$ cat src/rtl/core/osrt_pkg.sv
package osrt_pkg;

    localparam int TABLE_ENTRIES_DEF = 8;
    localparam int MAX_RELAYS_DEF    = 11;

    localparam int ACT_W  = 2;
    localparam int NODE_W = 16;
    localparam int CNT_W  = 4;
    localparam int STAT_W = 2;

    localparam logic [ACT_W-1:0] ACT_STAGE   = 2'd0;
    localparam logic [ACT_W-1:0] ACT_COMMIT  = 2'd1;
    localparam logic [ACT_W-1:0] ACT_CONSUME = 2'd2;

    localparam logic [STAT_W-1:0] ST_OK       = 2'd0;
    localparam logic [STAT_W-1:0] ST_BAD_ARG  = 2'd1;
    localparam logic [STAT_W-1:0] ST_NO_ROUTE = 2'd2;

    typedef struct packed {
        logic [ACT_W-1:0]  action;
        logic [NODE_W-1:0] destination;
        logic [CNT_W-1:0]  relay_count;
        logic [CNT_W-1:0]  relay_position;
        logic [NODE_W-1:0] relay_value;
        logic [NODE_W-1:0] random_value;
    } t_in;

    typedef struct packed {
        logic [STAT_W-1:0] status;
        logic [CNT_W-1:0]  route_length;
        logic [NODE_W-1:0] relay_out;
        logic              last;
    } t_out;

    typedef struct packed {
        logic [NODE_W-1:0] destination;
        logic [CNT_W-1:0]  relay_count;
    } t_meta;

    typedef enum logic [2:0] {
        S_IDLE,
        S_SCAN,
        S_PICK,
        S_COPY,
        S_EMIT,
        S_RESP
    } t_state;

endpackage

$ cat src/rtl/core/osrt_mod.sv
module osrt_mod
    import osrt_pkg::*;
#(
    parameter int DIVISOR = TABLE_ENTRIES_DEF,
    parameter int RW      = (DIVISOR > 1) ? $clog2(DIVISOR) : 1
) (
    input  logic              i_clk,
    input  logic              i_rst_n,
    input  logic              i_start,
    input  logic [NODE_W-1:0] i_value,
    output logic [RW-1:0]     o_rem
);

    localparam int LG  = (DIVISOR > 1) ? $clog2(DIVISOR) : 0;
    localparam int SH  = NODE_W + LG;
    localparam int MW  = NODE_W + 2;
    localparam int PRW = NODE_W + MW;
    localparam longint unsigned RECIP_VAL =
        ((64'd1 << SH) + 64'(DIVISOR) - 64'd1) / 64'(DIVISOR);
    localparam logic [MW-1:0]     RECIP = MW'(RECIP_VAL);
    localparam logic [NODE_W-1:0] DIV   = NODE_W'(DIVISOR);

    logic [NODE_W-1:0] r_val;
    logic [NODE_W-1:0] r_quo;
    logic [RW-1:0]     r_rem;
    logic [1:0]        r_left;
    logic [PRW-1:0]    prod;
    logic [NODE_W-1:0] n_quo;
    logic [RW-1:0]     n_rem;

    always_comb begin
        prod  = PRW'(r_val) * PRW'(RECIP);
        n_quo = NODE_W'(prod >> SH);
        n_rem = RW'(r_val - r_quo * DIV);
    end

    always_ff @(posedge i_clk) begin
        if (!i_rst_n) begin
            r_left <= 2'd0;
        end else if (i_start) begin
            r_left <= 2'd2;
        end else if (r_left != 2'd0) begin
            r_left <= r_left - 2'd1;
        end
    end

    always_ff @(posedge i_clk) begin
        if (i_start) begin
            r_val <= i_value;
        end else if (r_left == 2'd2) begin
            r_quo <= n_quo;
        end else if (r_left == 2'd1) begin
            r_rem <= n_rem;
        end
    end

    assign o_rem = r_rem;

endmodule

$ cat src/rtl/core/one_shot_source_route_table.sv
// Stage, bad count, unknown action: straight to the response step, which registers the result.
// Commit: table scan, pick step, copy of relay_count staged relays, then a response step.
// Consume: the same scan and pick, then one relay per cycle while the output is not stalled.
// A consume miss or empty route gives one response. One item at a time; output stalls hold it.
// Reset (synchronous, active low) clears active flags and staging valid bits at once.
module one_shot_source_route_table
    import osrt_pkg::*;
#(
    parameter int TABLE_ENTRIES = TABLE_ENTRIES_DEF,
    parameter int MAX_RELAYS    = MAX_RELAYS_DEF
) (
    input  logic i_clk,
    input  logic i_rst_n,
    input  logic i_in_valid,
    output logic o_in_ready,
    input  t_in  i_in_data,
    output logic o_out_valid,
    input  logic i_out_ready,
    output t_out o_out_data
);

    localparam int IW = (TABLE_ENTRIES > 1) ? $clog2(TABLE_ENTRIES) : 1;
    localparam int PW = (MAX_RELAYS > 1) ? $clog2(MAX_RELAYS) : 1;
    localparam int RD = TABLE_ENTRIES * MAX_RELAYS;
    localparam int AW = (RD > 1) ? $clog2(RD) : 1;

    localparam logic [IW-1:0]  LAST_IDX = IW'(TABLE_ENTRIES - 1);
    localparam logic [CNT_W:0] MAX_C    = (CNT_W + 1)'(MAX_RELAYS);
    localparam logic [AW-1:0]  MAX_A    = AW'(MAX_RELAYS);

    t_state r_state, n_state;

    t_meta             m_meta [TABLE_ENTRIES];
    logic [NODE_W-1:0] m_relays [RD];
    logic [NODE_W-1:0] m_stage [MAX_RELAYS];

    logic [TABLE_ENTRIES-1:0] r_active;
    logic [MAX_RELAYS-1:0]    r_stage_vld;

    t_meta             r_meta_q;
    logic [NODE_W-1:0] r_rel_q;
    logic [NODE_W-1:0] r_stg_q;
    logic              r_stg_q_vld;

    logic [ACT_W-1:0]  r_act;
    logic [NODE_W-1:0] r_dest;
    logic [CNT_W-1:0]  r_cnt;
    logic [STAT_W-1:0] r_status;

    logic [IW-1:0] r_rd_idx;
    logic          r_rd_done;
    logic          r_chk_vld;
    logic [IW-1:0] r_chk_idx;
    logic          r_hit;
    logic [IW-1:0] r_slot;
    logic          r_free_vld;
    logic [IW-1:0] r_free_idx;

    logic [AW-1:0]    r_base;
    logic [CNT_W-1:0] r_k;
    logic             r_cp_vld;
    logic [AW-1:0]    r_cp_addr;
    logic             r_pend;

    logic r_out_vld;
    t_out r_out;

    logic [IW-1:0] mod_rem;

    logic          acc;
    logic          out_free;
    logic          pos_ok;
    logic          cnt_ok;
    logic          scan_rd;
    logic          chk_hit;
    logic          chk_free;
    logic          scan_end;
    logic [IW-1:0] pick_slot;
    logic [AW-1:0] pick_base;
    logic          cp_issue;
    logic          cp_end;
    logic          em_load;
    logic          em_issue;
    logic          em_end;
    logic          resp_load;

    osrt_mod #(
        .DIVISOR (TABLE_ENTRIES),
        .RW      (IW)
    ) u_mod (
        .i_clk   (i_clk),
        .i_rst_n (i_rst_n),
        .i_start (acc),
        .i_value (i_in_data.random_value),
        .o_rem   (mod_rem)
    );

    assign o_in_ready  = (r_state == S_IDLE);
    assign acc         = i_in_valid && o_in_ready;
    assign out_free    = !r_out_vld || i_out_ready;
    assign o_out_valid = r_out_vld;
    assign o_out_data  = r_out;

    always_comb begin
        pos_ok    = ({1'b0, i_in_data.relay_position} < MAX_C);
        cnt_ok    = ({1'b0, i_in_data.relay_count} <= MAX_C);
        scan_rd   = (r_state == S_SCAN) && !r_rd_done;
        chk_hit   = (r_state == S_SCAN) && r_chk_vld && r_active[r_chk_idx]
                    && (r_meta_q.destination == r_dest);
        chk_free  = (r_state == S_SCAN) && r_chk_vld && !r_active[r_chk_idx];
        scan_end  = chk_hit || ((r_state == S_SCAN) && r_chk_vld && (r_chk_idx == LAST_IDX));
        pick_slot = r_hit ? r_slot : (r_free_vld ? r_free_idx : mod_rem);
        pick_base = AW'(pick_slot) * MAX_A;
        cp_issue  = (r_state == S_COPY) && (r_k != r_cnt);
        cp_end    = (r_state == S_COPY) && (r_k == r_cnt) && !r_cp_vld;
        em_load   = (r_state == S_EMIT) && r_pend && out_free;
        em_issue  = (r_state == S_EMIT) && (!r_pend || em_load) && (r_k != r_cnt);
        em_end    = em_load && (r_k == r_cnt);
        resp_load = (r_state == S_RESP) && out_free;
    end

    always_comb begin
        n_state = r_state;
        unique case (r_state)
            S_IDLE: begin
                if (acc) begin
                    if ((i_in_data.action == ACT_COMMIT && cnt_ok)
                        || i_in_data.action == ACT_CONSUME) begin
                        n_state = S_SCAN;
                    end else begin
                        n_state = S_RESP;
                    end
                end
            end
            S_SCAN: begin
                if (scan_end) begin
                    n_state = S_PICK;
                end
            end
            S_PICK: begin
                if (r_act == ACT_COMMIT) begin
                    n_state = S_COPY;
                end else if (r_hit && r_cnt != '0) begin
                    n_state = S_EMIT;
                end else begin
                    n_state = S_RESP;
                end
            end
            S_COPY: begin
                if (cp_end) begin
                    n_state = S_RESP;
                end
            end
            S_EMIT: begin
                if (em_end) begin
                    n_state = S_IDLE;
                end
            end
            S_RESP: begin
                if (resp_load) begin
                    n_state = S_IDLE;
                end
            end
            default: n_state = S_IDLE;
        endcase
    end

    always_ff @(posedge i_clk) begin
        if (!i_rst_n) begin
            r_state     <= S_IDLE;
            r_active    <= '0;
            r_stage_vld <= '0;
            r_out_vld   <= 1'b0;
        end else begin
            r_state <= n_state;
            if (acc && i_in_data.action == ACT_STAGE && pos_ok) begin
                r_stage_vld[i_in_data.relay_position[PW-1:0]] <= 1'b1;
            end
            if (r_state == S_PICK && r_act == ACT_CONSUME && r_hit) begin
                r_active[r_slot] <= 1'b0;
            end
            if (cp_end) begin
                r_active[r_slot] <= 1'b1;
            end
            if (em_load || resp_load) begin
                r_out_vld <= 1'b1;
            end else if (i_out_ready) begin
                r_out_vld <= 1'b0;
            end
        end
    end

    always_ff @(posedge i_clk) begin
        if (acc) begin
            r_act      <= i_in_data.action;
            r_dest     <= i_in_data.destination;
            r_cnt      <= i_in_data.relay_count;
            r_rd_idx   <= '0;
            r_rd_done  <= 1'b0;
            r_chk_vld  <= 1'b0;
            r_hit      <= 1'b0;
            r_free_vld <= 1'b0;
            unique case (i_in_data.action)
                ACT_STAGE:   r_status <= pos_ok ? ST_OK : ST_BAD_ARG;
                ACT_COMMIT:  r_status <= cnt_ok ? ST_OK : ST_BAD_ARG;
                ACT_CONSUME: r_status <= ST_OK;
                default:     r_status <= ST_BAD_ARG;
            endcase
        end
        if (r_state == S_SCAN) begin
            r_chk_vld <= scan_rd;
            r_chk_idx <= r_rd_idx;
            if (scan_rd) begin
                if (r_rd_idx == LAST_IDX) begin
                    r_rd_done <= 1'b1;
                end else begin
                    r_rd_idx <= r_rd_idx + 1'b1;
                end
            end
            if (chk_hit) begin
                r_hit  <= 1'b1;
                r_slot <= r_chk_idx;
                if (r_act == ACT_CONSUME) begin
                    r_cnt <= r_meta_q.relay_count;
                end
            end
            if (chk_free) begin
                r_free_vld <= 1'b1;
                r_free_idx <= r_chk_idx;
            end
        end
        if (r_state == S_PICK) begin
            r_slot   <= pick_slot;
            r_base   <= pick_base;
            r_k      <= '0;
            r_cp_vld <= 1'b0;
            r_pend   <= 1'b0;
            if (r_act == ACT_CONSUME && !r_hit) begin
                r_status <= ST_NO_ROUTE;
            end
        end
        if (r_state == S_COPY) begin
            r_cp_vld  <= cp_issue;
            r_cp_addr <= r_base + AW'(r_k);
            if (cp_issue) begin
                r_k <= r_k + 1'b1;
            end
        end
        if (r_state == S_EMIT) begin
            if (em_issue) begin
                r_k    <= r_k + 1'b1;
                r_pend <= 1'b1;
            end else if (em_load) begin
                r_pend <= 1'b0;
            end
        end
        if (em_load) begin
            r_out.status       <= ST_OK;
            r_out.route_length <= r_cnt;
            r_out.relay_out    <= r_rel_q;
            r_out.last         <= (r_k == r_cnt);
        end else if (resp_load) begin
            r_out.status       <= r_status;
            r_out.route_length <= '0;
            r_out.relay_out    <= '0;
            r_out.last         <= 1'b1;
        end
    end

    always_ff @(posedge i_clk) begin
        if (scan_rd) begin
            r_meta_q <= m_meta[r_rd_idx];
        end
        if (cp_end) begin
            m_meta[r_slot] <= '{destination: r_dest, relay_count: r_cnt};
        end
    end

    always_ff @(posedge i_clk) begin
        if (acc && i_in_data.action == ACT_STAGE && pos_ok) begin
            m_stage[i_in_data.relay_position[PW-1:0]] <= i_in_data.relay_value;
        end
        if (cp_issue) begin
            r_stg_q     <= m_stage[r_k[PW-1:0]];
            r_stg_q_vld <= r_stage_vld[r_k[PW-1:0]];
        end
    end

    always_ff @(posedge i_clk) begin
        if (r_cp_vld) begin
            m_relays[r_cp_addr] <= r_stg_q_vld ? r_stg_q : '0;
        end
        if (em_issue) begin
            r_rel_q <= m_relays[r_base + AW'(r_k)];
        end
    end

endmodule

$ cat config.mk
export PLATFORM = sky130hd
export DESIGN_NAME = one_shot_source_route_table
export DESIGN_NICKNAME = d
export VERILOG_FILES = /design/src/rtl/core/osrt_pkg.sv /design/src/rtl/core/osrt_mod.sv /design/src/rtl/core/one_shot_source_route_table.sv
export SDC_FILE = /design/constraint.sdc
export NUM_CORES = 2
export LEC_CHECK = 0
export BUFFER_PORTS_ARGS = -buffer_cell sky130_fd_sc_hd__buf_2
export CAP_MARGIN = 0
export CORE_MARGIN = 4
export CORE_UTILIZATION = 49
export DETAILED_ROUTE_END_ITERATION = 8
export PLACE_DENSITY = 0.69
export SLEW_MARGIN = 40
export SYNTH_ARGS = -nofsm -noshare
export SYNTH_HDL_FRONTEND = slang
export SYNTH_HIERARCHICAL = 1
export SYNTH_SLANG_ARGS = --single-unit
$ cat constraint.sdc
create_clock -name i_clk -period 8.05 [get_ports i_clk]
set_input_delay 0.805 -clock i_clk [delete_from_list [all_inputs] [get_ports i_clk]]
set_output_delay 0.805 -clock i_clk [all_outputs]
set_load 0.03 [all_outputs]
## Word-level counts from Yosys, hierarchy flattened

Memory sizes are Yosys's and may differ from the RTL's. A register that Yosys moved wholly into a read port is not among the register bits.
Index checks and enable logic that the tools add are counted.

- Flip-flop bits (word level): 115
- Bits in writable memories: 1744
- Bits of input ports: 62
- Output and inout bits: 25
- Memories: 3

- $add $sub $neg: 5
- $mul: 1
- $lt $le $gt $ge: 8
- Eq/ne operators: 21
- Multiplexer cells: 75
- Bitwise operators: 7
- Reductions and logical operators: 52

Memories:

| name | depth | width | rd ports | clocked after Yosys merged registers in | write ports | RTL line | RTL |
|---|---|---|---|---|---|---|---|
| m_relays | 88 | 16 | 1 | 1 | 1 | one_shot_source_route_table.sv:34 | `logic [NODE_W-1:0] m_relays [RD];` |
| m_stage | 11 | 16 | 1 | 1 | 1 | one_shot_source_route_table.sv:35 | `logic [NODE_W-1:0] m_stage [MAX_RELAYS];` |
| m_meta | 8 | 20 | 1 | 1 | 1 | one_shot_source_route_table.sv:33 | `t_meta m_meta [TABLE_ENTRIES];` |

Operator list:

| kind | count |
|---|---|
| $mux 3 | 16 |
| $mux 21 | 2 |
| $mux 4 | 9 |
| $mux 1 | 33 |
| $logic_and 1x1->1 | 25 |
| $mux 8 | 3 |
| $pmux 3 s6 | 1 |
| $eq 16x16->1 | 1 |
| $mux 16 | 1 |
| $reduce_bool 2->1 | 8 |
| $eq 3x3->1 const B | 4 |
| $or 11x11->11 | 1 |
| $lt 4x5->1 const B | 2 |
| $mux 2 | 5 |
| $and 8x8->8 | 1 |
| $lt 3x4->1 const B | 2 |
| $ne 2x2->1 const B | 4 |
| $not 8->8 | 1 |
| $or 8x8->8 | 1 |
| $add 7x4->7 | 1 |
| $mul 3x4->7 const B | 1 |
| $eq 2x1->1 const B | 3 |
| $eq 2x2->1 const B | 3 |
| $eq 3x2->1 const B | 2 |
| other kinds (27) | 39 |

## Logic depth before layout (Yosys ltp)

- Depth after elaboration: 10
- Mapped depth: 12
- Depth with buffers taken out: 10

## Hierarchy

The synthesis kept the hierarchy.

Modules (own cells, without submodules):

| module | times used | cells each | area an instance (µm²) |
|---|---|---|---|
| one_shot_source_route_table | 1 | 3583 | 73384.1 |
| osrt_mod | 1 | 12 | 251.5 |

## Least setup slack after synthesis

Ideal clock, no wire load.

- Path kind: register to register
- From: register r_state[2]
- To: memory m_stage[0][0], enable pin
- Library setup time: 0.412 ns
- Data arrival time: 3.287 ns
- Data required time: 7.638 ns
- Setup slack: 4.352 ns
- Stages on the path, launching flop included: 7
- Buffers on the path: 1
- Period minus slack after synthesis: 3.698 ns
- Path through: dfxtp_1 clkbuf_1 nor3_1 nand2_1 nor4_1 nand2b_1 nor3_1

- Cells in the longest elaborated chain, start to end: 6

RTL lines:

| what | RTL line | RTL |
|---|---|---|
| start, declared | one_shot_source_route_table.sv:31 | `t_state r_state, n_state;` |
| start signal, assigned | one_shot_source_route_table.sv:175 | `r_state <= n_state;` |
| $logic_not 3->1 | one_shot_source_route_table.sv:98 | `assign o_in_ready = (r_state == S_IDLE);` |
| via o_in_ready | one_shot_source_route_table.sv:15 | `output logic o_in_ready,` |
| $logic_and 1x1->1 | one_shot_source_route_table.sv:99 | `assign acc = i_in_valid && o_in_ready;` |
| $logic_and 1x1->1 (2 in series) | one_shot_source_route_table.sv:280 | `if (acc && i_in_data.action == ACT_STAGE && pos_ok) begin` |
| $mux 1 | one_shot_source_route_table.sv:280 |  |
| $mux 1 (implied by the code) | one_shot_source_route_table.sv:281 | `m_stage[i_in_data.relay_position[PW-1:0]] <= i_in_data.relay_value;` |
| end, declared | one_shot_source_route_table.sv:35 |  |

The timed path passes the listed nets, and every way through them passes these cells.

## Worst setup path after layout

- From: register r_base[1]
- To: register r_rel_q[7] (read register of m_relays), data pin

- Cells in the longest elaborated chain, start to end: 1

RTL lines:

| what | RTL line | RTL |
|---|---|---|
| start, declared | one_shot_source_route_table.sv:59 | `logic [AW-1:0] r_base;` |
| start signal, assigned | one_shot_source_route_table.sv:234 | `r_base <= pick_base;` |
| $add 7x4->7 | one_shot_source_route_table.sv:294 | `r_rel_q <= m_relays[r_base + AW'(r_k)];` |
| end, declared | one_shot_source_route_table.sv:41 | `logic [NODE_W-1:0] r_rel_q;` |

No other way between the ends.
A chain may end at the register's enable or synchronous reset.

==> results.yml <==
run_status:
  status: "finished clean"
global_routing:
  grt_overflow: 0
  track_usage_pct: 20.6
  grt_pass1_wl_um: 239000
  grt_pass1_vias: 36000
  grt_start_max_net_pins: 138
  antenna_found_initial: 5
cells_and_area:
  n_fill_cell: 10900
  area_growth_pct: 13.0
  nets: 3901
  drive_gt1_share_pct: 25.6
  final_common_cell: "edfxtp_1"
  layout_common_cells: "edfxtp_1, mux4_2, nand2_1"
timing:
  fmax_ghz: 0.232
  worst_clock_skew_ps: 51.7
  fin_setup_tns_ps: 0
  relSlewSlack_pct: 38.7
  fin_crit_sh_pct: 53.6
  final_max_slew_viol_count: 0
  rsz0062_at_grt: "no"
  final-hold-violation-count: 0
  finalCriticalPeriod_ps: 4310
  setup_viol: 0
  fin_hold_ws_ps: 186
  tightest_slew_ps: 907
clocking:
  clk_latency_ps: 810
  cts_resized: 0
  clock-sinks: 1911
  clock_path_buffers: 3
  hold_buffers: 0
  cts_root_buf: "clkbuf_16"
  cts_setup_buffers: 0
  cts_tree: "done"
  clk_pin_slew_ps: 60
  cts-buffers-inserted: 177
  htree_num_levels: 4
floorplan:
  dieHeight_um: 396
  start_util_pct: 49.6
  std_cell_rows: 141
  die_area_mm2: 0.157
  die_w_um: 396
  core_mm2: 0.149
  io_pins: 87
synthesis:
  synth-seq-area-share_pct: 77.3
  syn_area_mm2: 0.0736
  synth_warnings: 6
  synth_nets: 3672
  yosysTopAreaCellShare_pct: 76.1
  avgSynthCellArea_um2: 20.5
  ys.flop_type: "edfxtp_1"
  yosysTopAreaCell: "edfxtp_1"
  ys_types: 65
  synth-edff-count: 1867
  synthTopCellsByArea: "edfxtp_1, mux4_2, nand2_1"
  ys_ff_latch: 1911
  synthesis.instances: 3595
  synth-async-reset-ratio_pct: 0
run:
  cap_violations: 0
critical_path:
  crit_slowest_cell: "buf_4"
  cp_slowest_stage_delay_ps: 720
  cpLargestDelayFamily: "buffers and inverters"
  cp_num_buf_inv: 3
  cp_cell_sequence: "ha_1 -> a21o_1 -> a21oi_2 -> xor2_4 -> buf_12 -> inv_2 -> buf_4 -> nand2_1 -> a31oi_1 -> nand4_1 -> nand3_1"
  cp-end-kind: "register"
  cp_max_fo: 90
  required_ps: 8700
  worst_ep_arrival_time_ps: 4970
  crit_type: "reg -> reg"
  crit_path_start_kind: "register"
route:
  antenna_left: 0
  first_pass_iters: 5
  wl_per_cell_um: 26.8
  num_vias: 35400
  drc_errors: 0
  drt-initial-drc-count: 3760
  wl_um: 160000
  drt-vias-per-instance: 5.92
pwr:
  peakVddDrop_mv: 0.422
  leakage_nw: 26.6
  fin_total_pwr_mw: 28.5
  power_density_mw_per_mm2: 342
hold_path:
  hold_path_class: "in -> reg"
placed_design:
  dpl.hpwl_um: 92900
  io_buffer_count: 73
  place_congestion: 0.794
[cell families (layout without fill, tap and decap cells)]
kind of cell	after synthesis	after routing	share of synthesized area (%)
AO/OA/AOI/OAI	188	188	1.66
multiplexers	535	535	14.7
XOR/XNOR	30	30	0.418
buffers and inverters	194	568	1.18
other	0	2	0
adder cells (fa/ha/maj)	15	15	0.275
flip-flops	1911	1911	77.3
AND/OR/NAND/NOR	722	722	4.47
[metrics by stage]
stage                     setup slack (ps)  util, %  instances  instance area, um^2
after floorplan                       4350        -       3595                73600
after global placement                3710     51.8       5629                77000
after detailed placement              3790     52.1       5645                77400
after CTS                             3790     56.0       5969                83100
after global routing                  3630     56.0       5971                83200
final                                 3740     56.0       5973                83200
[where the power goes]
group          internal [mW]  switching, mW  leakage, nW  total [mW]
Sequential              11.4          0.252         17.4        11.6
Combinational           3.54           5.11         6.36        8.66
Clock                   4.63           3.60         2.79        8.23
Total                   19.5           8.96         26.6        28.5
[path summary, 6_finish.rpt]
check / from / end / slack (ps) / cells past startpoint
min: i_in_data[1] / u_mod/r_val[1] / 190 / 1
max reg2reg: r_base[1] / r_rel_q[7] / 3740 / 11
min reg2reg: u_mod/r_val[2] / u_mod/o_rem[2] / 440 / 0
max: r_base[1] / r_rel_q[7] / 3740 / 11
[sequential cells by signal, summed over array words and instances, names as in the netlist, 7 cells and up]
signal	count
r_base	7
r_cp_addr	7
r_stage_vld	11
r_active	8
m_relays	1408
r_meta_q	20
r_stg_q	16
r_dest	16
r_rel_q	16
o_out_data	23
m_meta	160
m_stage	176
[cell usage after synthesis, types with 3 or more instances]
cell type,count
a21oi_1,30
nand4_1,18
nand4b_1,18
nand2_1,327
o211ai_1,4
mux4_2,431
clkbuf_1,64
inv_1,14
nor2_1,132
nand2b_1,12
xor2_1,22
nor4_1,9
a31oi_1,18
xnor2_1,5
mux2_2,25
buf_1,21
edfxtp_1,1867
nor2b_1,14
buf_2,83
mux2i_1,78
a21o_1,4
a32oi_1,18
buf_4,6
nand3b_1,3
inv_2,3
ha_1,13
and2_1,37
dfxtp_1,44
o21ai_0,60
o21a_1,27
nor3_1,13
o2111ai_1,14
nand3_1,121
[final cells by class]
class	instances	area [um^2]	area share (%)
Timing Repair Buffer	226	1860	2.23
Sequential cell	1911	57000	68.4
Inverter	18	70.1	0.0842
Clock buffer	216	4640	5.57
Clock inverter	108	1090	1.31
Antenna cell	2	5.00	0.00602
Tap cell	2002	2500	3.01
Multi-Input combinational cell	1490	16100	19.3
[layer usage]
| layer | vias up | GRT usage (%) | wire length (um) |
|---|---|---|---|
| li1 | 15100 | - | - |
| met1 | 18600 | 29.4 | 65200 |
| met2 | 1412 | 32.9 | 78700 |
| met3 | 223 | 3.84 | 12300 |
| met4 | 4 | 5.85 | 3850 |
| met5 | - | 0 | 25 |
Note: power is estimated with default switching activity, not from simulation.
